`config.mk`:
```
export PLATFORM = sky130hd
export DESIGN_NAME = lobm_book_cell
export DESIGN_NICKNAME = d
export VERILOG_FILES = /design/src/rtl/lobm_pkg.sv /design/src/rtl/lobm_book_cell.sv
export SDC_FILE = /design/constraint.sdc
export NUM_CORES = 1
export LEC_CHECK = 0
export BUFFER_PORTS_ARGS = -buffer_cell sky130_fd_sc_hd__clkbuf_2
export CORE_ASPECT_RATIO = 1.1
export CORE_MARGIN = 2
export CORE_UTILIZATION = 31
export CTS_BUF_LIST = sky130_fd_sc_hd__clkbuf_4 sky130_fd_sc_hd__clkbuf_8
export CTS_CLUSTER_SIZE = 40
export DETAILED_ROUTE_END_ITERATION = 8
export PLACE_DENSITY = 0.65
export SLEW_MARGIN = 20
export SYNTH_ARGS = -nofsm -noshare
export SYNTH_HDL_FRONTEND = slang
export SYNTH_SLANG_ARGS = --single-unit
```
`constraint.sdc`:
```
create_clock -name clk -period 0.8 [get_ports clk]
set_input_delay 0.08 -clock clk [delete_from_list [all_inputs] [get_ports clk]]
set_output_delay 0.08 -clock clk [all_outputs]
set_load 0.005 [all_outputs]
```
`src/rtl/lobm_pkg.sv`:
```
// ----------------------------------------------------------------------------
// lobm_pkg
// Shared types and constants for the limit order book matcher.
// ----------------------------------------------------------------------------
package lobm_pkg;

	localparam int MAX_RESTING_DEF = 32;
	localparam int MAX_STOPS_DEF   = 16;
	localparam int PRICE_TICKS_DEF = 1024;

	localparam logic [1:0] FUNC_LIMIT  = 2'd0;
	localparam logic [1:0] FUNC_MARKET = 2'd1;
	localparam logic [1:0] FUNC_STOP   = 2'd2;

	localparam logic [2:0] ST_RESTED     = 3'd0;
	localparam logic [2:0] ST_STOP_STORE = 3'd1;
	localparam logic [2:0] ST_NO_REST    = 3'd2;
	localparam logic [2:0] ST_BOOK_FULL  = 3'd3;
	localparam logic [2:0] ST_STOPS_FULL = 3'd4;

	// resting order held in one book cell
	typedef struct packed {
		logic        vld;
		logic [31:0] id;
		logic [15:0] ses;
		logic        buy;
		logic [9:0]  price;
		logic [31:0] qty;
		logic [31:0] seq;
	} rest_t;

	// stored stop order held in one stop cell
	typedef struct packed {
		logic        vld;
		logic [31:0] id;
		logic [15:0] ses;
		logic        buy;
		logic [9:0]  price;
		logic [31:0] qty;
		logic [31:0] seq;
		logic        pend;
	} stop_t;

	// best candidate passed down the book chain
	typedef struct packed {
		logic        found;
		logic [4:0]  idx;
		logic [9:0]  price;
		logic [31:0] age;
	} best_t;

	// oldest pending stop passed down the stop chain
	typedef struct packed {
		logic        found;
		logic [3:0]  idx;
		logic [31:0] age;
	} sbest_t;

endpackage

```
`src/rtl/lobm_book_cell.sv`:
```
// ----------------------------------------------------------------------------
// lobm_book_cell
// One book cell: compares its resting order with the best candidate from the
// previous cell and registers the winner for the next cell.
// ----------------------------------------------------------------------------
module lobm_book_cell #(
	parameter int IDX = 0
) (
	input  logic                 clk,
	input  logic                 arst_n,
	input  lobm_pkg::rest_t      ent,
	input  logic                 taker_buy,
	input  logic [31:0]          arrival,
	input  lobm_pkg::best_t      best_in,
	output lobm_pkg::best_t      best_q
);
	logic [31:0]     age;
	logic            cand;
	logic            better;
	lobm_pkg::best_t nxt;

	always_comb begin
		age    = arrival - ent.seq;
		cand   = ent.vld && (ent.buy != taker_buy);
		better = taker_buy ? (ent.price < best_in.price) : (ent.price > best_in.price);
		nxt    = best_in;
		if (cand && (!best_in.found || better ||
				(ent.price == best_in.price && age > best_in.age))) begin
			nxt.found = 1'b1;
			nxt.idx   = 5'(IDX);
			nxt.price = ent.price;
			nxt.age   = age;
		end
	end

	always_ff @(posedge clk or negedge arst_n) begin
		if (!arst_n) begin
			best_q <= '0;
		end else begin
			best_q <= nxt;
		end
	end
endmodule

```
# [Word-level counts from Yosys, hierarchy flattened]
# Cells that the tools add are included.
[word_totals] romBits=0 wordCells=18 latchBits=0 mem_bits_rw=0 regBits=48 mem_count=0 inputBits=207 out_inout_bits=48
[op_classes] n_reduce_logical=6 mux=2 n_addsub=1 shifts=0 bitwise=0 div_mod_pow=0 n_lt_le_gt_ge=3 multipliers=0 eq_ne=2
[op_table] cell="48-bit 2-to-1 mux" n=1
[op_table] cell="32-bit greater-than comparator" n=1
[op_table] cell="32-bit subtractor" n=1
[op_table] cell="10-bit == test" n=1
[op_table] cell="10-bit greater-than comparator" n=1
[op_table] cell="10-bit < comparator" n=1
[op_table] cell="1-bit logical AND" n=3
[op_table] cell="1-bit logical OR" n=2
[op_table] cell="1-bit logical NOT" n=1
[op_table] cell="1-bit 2-to-1 mux" n=1
[op_table] cell="1-bit != test" n=1

# [Depth between registers and ports, before layout]
[logic_depth] word_depth=6 mapped_depth=23 mapped_depth_nobuf=21

# [Least setup slack after synthesis]
# OpenSTA, ideal clock, no wires.
[synth_timing] path_kind="input -> register" start="input arrival[0]" end="register best_q[23] (netlist name)" path_buffers=1 t_arrival_ns=3.672 required_ns=0.675 setup_ns=0.125 cell_stages=21 path_slack_ns=-2.996 path_cell_list="inv_1 ha_1 inv_1 fa_1 a211oi_1 o211ai_1 nand4_1 a21o_1 a21o_1 a21o_1 o21ai_1 xor2_1 ha_1 nand4_1 nor4_1 nand2_1 a31oi_1 o221ai_1 a31oi_1 buf_4 mux2_2"
[synth_lines] item="start: declaration" line="lobm_book_cell.sv:13" source="input logic [31:0] arrival,"
[synth_lines] item="end signal: assignment" line="lobm_book_cell.sv:40" source="best_q <= nxt;"
[synth_lines] item="end: declaration" line="lobm_book_cell.sv:15" source="output lobm_pkg::best_t best_q"

==> results by group <==
STA
  • Fmax: 264 MHz
  • Final Critical Period: approximately 3800 ps
  • Final hold viol count: 0
  • Setup ws final: -2980 ps
  • Setup violators final: 95
  • Slew @ Worst Pin: 410 ps
  • Rel. slew slack: about 72%
  • Max Slew Vio Count: 0
  • Final worst path period share: 473%
  • Worst hold margin: 14.6 ps
  • Unrepaired setup endpoints after global routing: yes

Synthesis
  • Main synth FF type: dfrtp_1
  • Synthesized net count: 850
  • Sequential element share of the synthesized area: a little over a quarter
  • Top cell types by occurrence after synthesis: inv_1, ha_1, nand2_1
  • Main area contributors after synthesis: dfrtp_1, ha_1, inv_1, nand2_1, o21ai_0
  • Post-synth ARST share: between 90% and 100%
  • Post-synth EDFFs: 0
  • Synth Register Bits: 48
  • Post-Syn Instances: 569
  • Count leader, synth: inv_1
  • Area share of the largest cell type after synthesis: 26.0%
  • Cell area after synthesis: 4620 um^2
  • Synth Warn #: 0
  • Avg Inst Size Synth: 8.12 um^2
  • Most area-hungry cell type in the Yosys netlist: dfrtp_1
  • Cell variety after synth: 51

Cells and area
  • Final Util: 50.6%
  • Fin area: 7340 um^2
  • Top Registers: best_q: 48 flops
  • FILL cells: around 1.4k
  • Max reg flops: 48
  • Most flop-heavy register: best_q
  • Layout cells sized above 1: 44.6%
  • Area Overhead vs Synth: 58.8%
  • Antenna cells: 0
  • Layout net count: 1147
  • Fin cells: 1059

Floorplanning
  • Core ar.: 14500 um^2
  • Initial Utilization: between 30% and 40%
  • FP Rows: 46
  • # IOs: 255
  • DIE AREA: 15900 um^2
  • Die Span Y: 132 um
  • Die X: 120 um

Global routing
  • Antenna violations before repair: 0
  • Total grt overflow: 0
  • Largest net degree at the start of global routing: between 40 and 50
  • Vias in the first global route: ~4.9k
  • Total GRT Usage: 17.1%
  • First-pass GRT wire length: 22300 um

Clocking
  • CTS tree: yes
  • Num CTS Buffers: 5
  • Root Driver: clkbuf_8
  • H-tree depth: 2
  • CTS Buffer Depth: 2
  • CTS sink count: 48
  • Reg clk slew, reported paths: about 90 ps

Critical path
  • Crit-path max FO: 10
  • Crit path largest cell delay: 340 ps
  • CP arrival: roughly 4000 ps
  • Critical path type: input port to register
  • Critical-path cell with the highest stage delay: fa_2
  • Worst endpoint required time: 1000 ps
  • Critical Path Start Type: input port
  • CP Cell Sequence: clkbuf_16 > inv_12 > ha_4 > inv_2 > fa_2 > a211oi_2 > o211ai_1 > nand4_1 > nand4_1 > nand3_1 > a21oi_1 > nand3b_1 > ha_4 > nand4_1 > nor4_2 > nand2_1 > a31oi_4 > o221ai_4 > a31oi_4 > buf_6 > buf_12 > mux2_2
  • Most frequent CP cell: nand4_1
  • Critical Path End Type: register

Pwr
  • PwrDens: 1310 nW/um^2
  • Combinational share of power: 54.3%
  • Max IR drop VDD: roughly 0.64 mV
  • NetSw: 3.42 mW
  • Sequential power share: between 20 and 30%
  • Share of power burned in the clock network: 16.7%
  • Leak: 3.95 nW
  • Switching Fraction: 35.7%
  • Int Pwr: 6.17 mW

Route
  • ANT nets after route: 0
  • DRC viols: 0
  • Vias/cell: 4.68
  • Final WL: 13800 um
  • Detailed-route wire length per cell: roughly 13 um
  • Drt pass-1 iters: 4
  • Total number of vias: 4952
  • Initial DRC Count: 184

Min path
  • Worst min path class: input port to register
  • Hold path depth: 3

Outcome
  • Status: complete, but fails checks
  • Violated checks: negative setup slack

Flow run
  • Max-cap viol count: 0

Placement
  • Dpl cells: 1028
  • IO buf count: 174
  • Placed cell areas: 6630 um^2
  • Post-DP HPWL: 11500 um
  • RD Place Congestion: 0.888
[cells in the final DEF (no fill, tap or decap), types with 15 or more instances in the layout]
cell,n
o21ai_1,17
nor2_1,22
nand2_1,43
ha_1,67
buf_4,109
clkbuf_2,172
a21o_1,20
inv_1,78
a21oi_1,44
dfrtp_1,48
o21ai_0,22
xnor2_1,15
[power by group through the flow]
stage / Sequential (mW) / Clock (mW) / Combinational (mW)
after floorplan: 2.85 / 0 / 2.50
after global placement: 2.84 / 0 / 4.58
after detailed placement: 2.84 / 0 / 4.65
after CTS: 2.79 / 1.66 / 4.97
after global routing: 2.80 / 1.76 / 5.83
final: 2.78 / 1.60 / 5.20
[worst paths after layout]
kind                        startpoint    endpoint  slack [ps]
worst max-delay path        arrival[0]  best_q[30]       -2980
max in group asynchronous       arst_n  best_q[19]         270
min in group asynchronous       arst_n  best_q[40]         300
worst min-delay path       best_in[40]  best_q[40]          10
[layout make-up]
class                   instances  area (um^2)  share of cell area (%)
flip-flops and latches         48         1200                    16.4
well taps                     192          240                    3.27
clock buffers                   8         97.6                    1.33
multi-input cells             420         3370                    45.9
inverters                      82          325                    4.43
repair buffers                309         2100                    28.7
[stage by stage]
stage | power, mW | setup WS (ps) | setup TNS, ps
6_report | 9.58 | -2980 | -139610
5_1_grt | 10.4 | -3190 | -151760
4_1_cts | 9.42 | -2990 | -140930
3_5_place_dp | 7.48 | -3430 | -158760
3_3_place_gp | 7.42 | -3280 | -151800
2_1_floorplan | 5.35 | -2690 | -122360
[worst max-delay path: cells and delay by family]
kind	cells	cell delay [ps]
buffers and inverters	5	470
and+or+nand+nor	7	1380
muxes	1	330
AOI/OAI and AO/OA	6	940
adders and majority gates	3	770
[cell families after synthesis]
logic type	synth area share, %
AOI/OAI and AO/OA	21.3
and+or+nand+nor	13.9
buffers and inverters	8.99
adders and majority gates	20.2
DFF	26.0
xor gates and xnor gates	5.50
muxes	4.06
[metal layers]
metal	global-route usage (%)	part of all wire (%)	routed length, um
met1	20.0	42	5770
met2	31.7	51	7070
met3	3.03	5.1	706
met4	4.65	2.0	276
met5	0	0	0
[timing repair]
action / in CTS / in global routing
pin swaps: 15 / 4
setup buffers: 7 / 1
resized for setup: 48 / 56
hold buffers: 8 / 1
cloned: 3 / 3
endpoints found under the setup margin: 95 / 95
hold endpoints to repair: 55 / 1
Power figures use the tool's default switching activity.
