**src/rtl/lobm_pkg.sv**
```systemverilog
// ----------------------------------------------------------------------------
// lobm_pkg
// Shared types and constants for the limit order book matcher.
// ----------------------------------------------------------------------------
package lobm_pkg;

	localparam int MAX_RESTING_DEF = 32;
	localparam int MAX_STOPS_DEF   = 16;
	localparam int PRICE_TICKS_DEF = 1024;

	localparam logic [1:0] FUNC_LIMIT  = 2'd0;
	localparam logic [1:0] FUNC_MARKET = 2'd1;
	localparam logic [1:0] FUNC_STOP   = 2'd2;

	localparam logic [2:0] ST_RESTED     = 3'd0;
	localparam logic [2:0] ST_STOP_STORE = 3'd1;
	localparam logic [2:0] ST_NO_REST    = 3'd2;
	localparam logic [2:0] ST_BOOK_FULL  = 3'd3;
	localparam logic [2:0] ST_STOPS_FULL = 3'd4;

	// resting order held in one book cell
	typedef struct packed {
		logic        vld;
		logic [31:0] id;
		logic [15:0] ses;
		logic        buy;
		logic [9:0]  price;
		logic [31:0] qty;
		logic [31:0] seq;
	} rest_t;

	// stored stop order held in one stop cell
	typedef struct packed {
		logic        vld;
		logic [31:0] id;
		logic [15:0] ses;
		logic        buy;
		logic [9:0]  price;
		logic [31:0] qty;
		logic [31:0] seq;
		logic        pend;
	} stop_t;

	// best candidate passed down the book chain
	typedef struct packed {
		logic        found;
		logic [4:0]  idx;
		logic [9:0]  price;
		logic [31:0] age;
	} best_t;

	// oldest pending stop passed down the stop chain
	typedef struct packed {
		logic        found;
		logic [3:0]  idx;
		logic [31:0] age;
	} sbest_t;

endpackage

```
**src/rtl/lobm_stop_cell.sv**
```systemverilog
// ----------------------------------------------------------------------------
// lobm_stop_cell
// One stop cell: keeps the oldest pending stop seen so far along the chain.
// ----------------------------------------------------------------------------
module lobm_stop_cell #(
	parameter int IDX = 0
) (
	input  logic                 clk,
	input  logic                 arst_n,
	input  lobm_pkg::stop_t      ent,
	input  logic [31:0]          arrival,
	input  lobm_pkg::sbest_t     best_in,
	output lobm_pkg::sbest_t     best_q
);
	logic [31:0]      age;
	lobm_pkg::sbest_t nxt;

	always_comb begin
		age = arrival - ent.seq;
		nxt = best_in;
		if (ent.pend && (!best_in.found || age > best_in.age)) begin
			nxt.found = 1'b1;
			nxt.idx   = 4'(IDX);
			nxt.age   = age;
		end
	end

	always_ff @(posedge clk or negedge arst_n) begin
		if (!arst_n) begin
			best_q <= '0;
		end else begin
			best_q <= nxt;
		end
	end
endmodule

```
**config.mk**
```make
export PLATFORM = sky130hd
export DESIGN_NAME = lobm_stop_cell
export DESIGN_NICKNAME = d
export VERILOG_FILES = /design/src/rtl/lobm_pkg.sv /design/src/rtl/lobm_stop_cell.sv
export SDC_FILE = /design/constraint.sdc
export NUM_CORES = 1
export LEC_CHECK = 0
export BUFFER_PORTS_ARGS = -buffer_cell sky130_fd_sc_hd__buf_2
export CAP_MARGIN = 10
export CORE_MARGIN = 2
export CORE_UTILIZATION = 41
export CTS_CLUSTER_SIZE = 10
export DETAILED_ROUTE_END_ITERATION = 10
export GPL_ROUTABILITY_DRIVEN = 0
export HOLD_SLACK_MARGIN = 0.02
export PLACE_DENSITY_LB_ADDON = 0.3
export SLEW_MARGIN = 20
export SYNTH_ARGS = -nofsm -noshare
export SYNTH_HDL_FRONTEND = slang
export SYNTH_SLANG_ARGS = --single-unit
export TNS_END_PERCENT = 100
```
**constraint.sdc**
```tcl
create_clock -name clk -period 0.8 [get_ports clk]
set_input_delay 0.08 -clock clk [delete_from_list [all_inputs] [get_ports clk]]
set_output_delay 0.08 -clock clk [all_outputs]
set_load 0.005 [all_outputs]
```
## Word level (Yosys, flattened, before mapping)

Cells that the tools add are included.

- Bitwise gates (word level): 0
- Multiply operators: 0
- Magnitude comparators: 1
- Add/subtract/negate cells: 1
- Divide/modulo/power cells: 0
- Shifts and indexed selects: 0
- Reductions and logical operators: 3
- Equal/unequal tests: 0
- Mux-type cells: 1

Operators with widths:

| kind | number |
|---|---|
| $mux 37 | 1 |
| $gt 32x32->1 | 1 |
| $sub 32x32->32 | 1 |
| $logic_and 1x1->1 | 1 |
| $logic_not 1->1 | 1 |
| $logic_or 1x1->1 | 1 |

- Bits in writable memories: 0
- Input port bits: 196
- Bits in latches: 0
- Word-level logic and storage cells: 9
- Memory bits (read-only): 0
- Register bits: 37
- Output and inout port bits: 37
- Memories kept: 0

## Logic depth before layout (Yosys ltp)

- Depth after elaboration: 5
- Depth in mapped cells: 21
- Depth with buffers taken out: 19

## Least setup slack after synthesis

No wires, ideal clock.

- Path type: input-to-reg
- Start point: input port arrival[0]
- End point: register best_q[10] in the netlist's numbering
- Data required time: 0.675 ns
- Stages on the path: 20
- Path slack: -3.219 ns
- Setup time: 0.125 ns
- Arrival: 3.894 ns
- Buffers on the path: 3
- Cells stage by stage: inv_1 -> ha_1 -> inv_1 -> fa_1 -> a21o_1 -> a311o_1 -> and3_4 -> or2_1 -> buf_6 -> a31oi_4 -> xnor2_1 -> ha_1 -> nand3_1 -> nor4_1 -> and4_1 -> a41o_1 -> o21bai_1 -> buf_2 -> buf_2 -> mux2_2

RTL lines:

| what | line | RTL |
|---|---|---|
| start: declaration | lobm_stop_cell.sv:11 | `input logic [31:0] arrival,` |
| end signal: assignment | lobm_stop_cell.sv:32 | `best_q <= nxt;` |
| end: declaration | lobm_stop_cell.sv:13 | `output lobm_pkg::sbest_t best_q` |

==> reports/summary.txt <==
DRT iter0 DRCs: 204
count leader, synth: inv_1
met2 WL post-DR: 7070 um
CP required: 0.98 ns
Pwr per Cell Area: 1420 nW/um^2
Die Y: 103 um
critical path's slowest cell: fa_2
post-synthesis sequential area ratio: 22.9%
Vias/cell: 5.26
Setup crit start kind: input pin
Port Buffer Count: 140
compound-gate portion of the synthesized area: 21.7%
Max Transition Viols Final: 0
Filler Cell Count: 711
total power: 9580 uW
Synth Area in XOR/XNOR: 4.55%
Starting Density: 41.8%
fin crit period: 3.76 ns
fin nets: 1023
Slowest Stage Delay on Critical Path: 0.35 ns
Max FO, Critical Path: 13
Hold WS: 0.0182 ns
RSZ-0062 raised after global routing: yes
Hold Crit Start: ent[0]
met3 wire len: 871 um
largest net degree at the start of global routing: 30
total gr overflow: 0
Setup crit end kind: register
total number of vias: 4712
antenna cells: 0
Leak Pwr: 0.00368 uW
Post-Syn Instances: 482
Critical Path AT: 3.94 ns
Synth Area in Simple Gates: 15.3%
DRT Pass-1 Iters: 5
max cap viols: 0
Routed WL: 14100 um
mapped cell area: 4040 um^2
H-tree Lvls: 2
max layer used: met4
failing checks: negative setup slack
worst vdd ir: 887 uV
Core Rows: 36
top_reg_cell synth: dfrtp_1
CTS max path bufs: 2
Final Setup Violations: 73
dpl cells: 864
Worst-path clk slew: 0.07 ns
Syn Nets: 742
vias in the first global route: 4424
clock sinks: 37
biggest regs: best_q (37)
Final Util: 69.7%
EDFF count, synth: 0
Ports: 233
Routed Antenna Nets: 0
fmax: 0.266 GHz
Syn. warnings: 0
WL/cell: 15.7 um
Seq cells post-synth: 37
Layout Cells excl Fill: 896
initial antenna violation count: 0
hold path endpoint: best_q[36]
Post-synth ARST share: 100%
WL met1: 5650 um
Hold Buf Count CTS: 9
Max-slew headroom: 67.4%
CTS Buf Count: 5
cell taking the most area after synthesis: dfrtp_1
main combinational cell family by area after synthesis: compound AO/OA/AOI/OAI gates
Multi-input gate area: 3330 um^2
global-route wire length before repair: 19400 um
final hold violations: 0
period utilisation layout: 470%
die area: 10700 um^2
most instantiated cells after synthesis: inv_1 (69), ha_1 (63), a21oi_1 (39), dfrtp_1 (37), nand2_1 (32)
status: complete, but fails checks
Post-DP HPWL: 10000 um
HP Class: in2reg
synth unique cells: 56
chip width: 103 um
Synth Area in Adders: 20.0%
top cells by area, synth: dfrtp_1 (23%), ha_1 (19%), inv_1 (6.4%), mux2_2 (6.4%), a21oi_1 (4.8%)
CTS root buffer: clkbuf_8
worst hold stages: 2
FF+latch area: 926 um^2
worst path cell trace: buf_12 > inv_12 > ha_4 > inv_2 > fa_2 > a21o_1 > a311o_1 > and3_4 > o21ai_4 > a21oi_1 > xor2_1 > ha_1 > nand4_1 > nor4_4 > buf_4 > a221oi_2 > o211ai_1 > o21bai_4 > buf_12 > mux2_2
core area: 9680 um^2
Area Growth Syn to Fin: 67.0%
worst-margin pin slew: 0.485 ns
Largest register FFs: 37
DRC Markers: 0
Biggest register: best_q
Yosys top cell area share: 22.9%
TritonCTS clock tree: built
most frequent cell on the critical path: buf_12
multiplexer share of the synthesized area: 7.43%
kind of critical path: in2reg
Mean Syn Cell Area: 8.39 um^2
setup ws final: -2.96 ns
GRT Total Usage: 22.7%
share of layout cells above drive strength 1: 50.1%
-- worst max-delay path by stage --
| stage | start | end | slack (ns) | cells after the start |
|---|---|---|---|---|
| floorplan | arrival[0] | best_q[10] | -2.88 | 20 |
| finish | arrival[0] | best_q[5] | -2.96 | 20 |
| global route | arrival[0] | best_q[4] | -3.13 | 20 |
| detailed placement | arrival[0] | best_q[3] | -3.36 | 19 |
| global placement | arrival[0] | best_q[3] | -3.20 | 19 |
| CTS | arrival[0] | best_q[2] | -2.95 | 23 |
-- worst max-delay path: cells and delay by family --
family	cells	cell delay (ns)
buffers and inverters	5	0.50
adder cells (fa/ha/maj)	3	0.77
multiplexers	1	0.34
AO/OA/AOI/OAI	7	1.45
XOR/XNOR	1	0.31
AND/OR/NAND/NOR	3	0.47
-- placed cells by master (no fill, tap or decap), types with 4 or more instances in the layout --
cell type      Yosys  routed
nor3_1             8       7
ha_1              63      58
clkbuf_8           0       6
buf_2              4     139
nand2_1           32      24
a211oi_1           6       4
buf_12             0       6
buf_4              0     130
xor2_1             6       4
xnor2_1           15      12
o211ai_1           7       7
inv_1             69      67
and2_1             8       4
o21ai_0           18      15
a21oi_2            0       5
a21oi_1           39      31
nand2b_1           4       4
nand3_1           10       7
dlygate4sd3_1      0       9
and2_4             0       4
a21o_1            21      21
mux2_2            23       4
nand2_4            0       5
ha_4               0       5
mux2_4             0      20
dfrtp_1           37      37
and3_1            10       9
o31ai_4            0       6
buf_6              1       4
nand3_2            1       4
nor2_1            23      20
nand4_1            6       6
-- per-layer routing --
metal | vias to the layer above | global-route usage, %
met5 | - | 0
met4 | 0 | 8.30
met3 | 54 | 2.28
met2 | 222 | 40.2
met1 | 2169 | 28.8
li1 | 2267 | -
-- cell type report --
cell class | count | area share, %
Clock buffer | 6 | 1.22
Clock inverter | 1 | 0.111
Inverter | 69 | 4.02
Multi-Input combinational cell | 360 | 49.3
Sequential cell | 37 | 13.7
Tap cell | 133 | 2.46
Timing Repair Buffer | 290 | 29.2
-- power breakdown --
part	leakage, uW	total (uW)	internal, uW	switching (uW)
clock	0.0000433	1360	681	683
sequential	0.000434	2250	2160	89.4
combinational	0.00320	5970	3170	2800
total	0.00368	9580	6010	3570
-- cells by family after synthesis --
group,count (synthesis)
adders and majority gates,64
muxes,27
DFF,37
buffers and inverters,85
and+or+nand+nor,120
AOI/OAI and AO/OA,128
xor gates and xnor gates,21
-- through the flow --
step	cell area (um^2)	setup slack [ns]	TNS (ns)
floorplan	4200	-2.88	-100.50
global placement	5950	-3.20	-112.70
detailed placement	5950	-3.36	-118.40
CTS	6410	-2.95	-107.00
global route	6750	-3.13	-113.05
finish	6750	-2.96	-106.64
-- what timing repair did --
item                                    in CTS  in global routing
gates resized for setup                     37                 64
hold endpoints to repair                    46                  1
cloned                                       2                  0
endpoints found under the setup margin      73                 73
pin swaps                                   23                 39
setup buffers                                8                  9
Power figures use the tool's default switching activity.
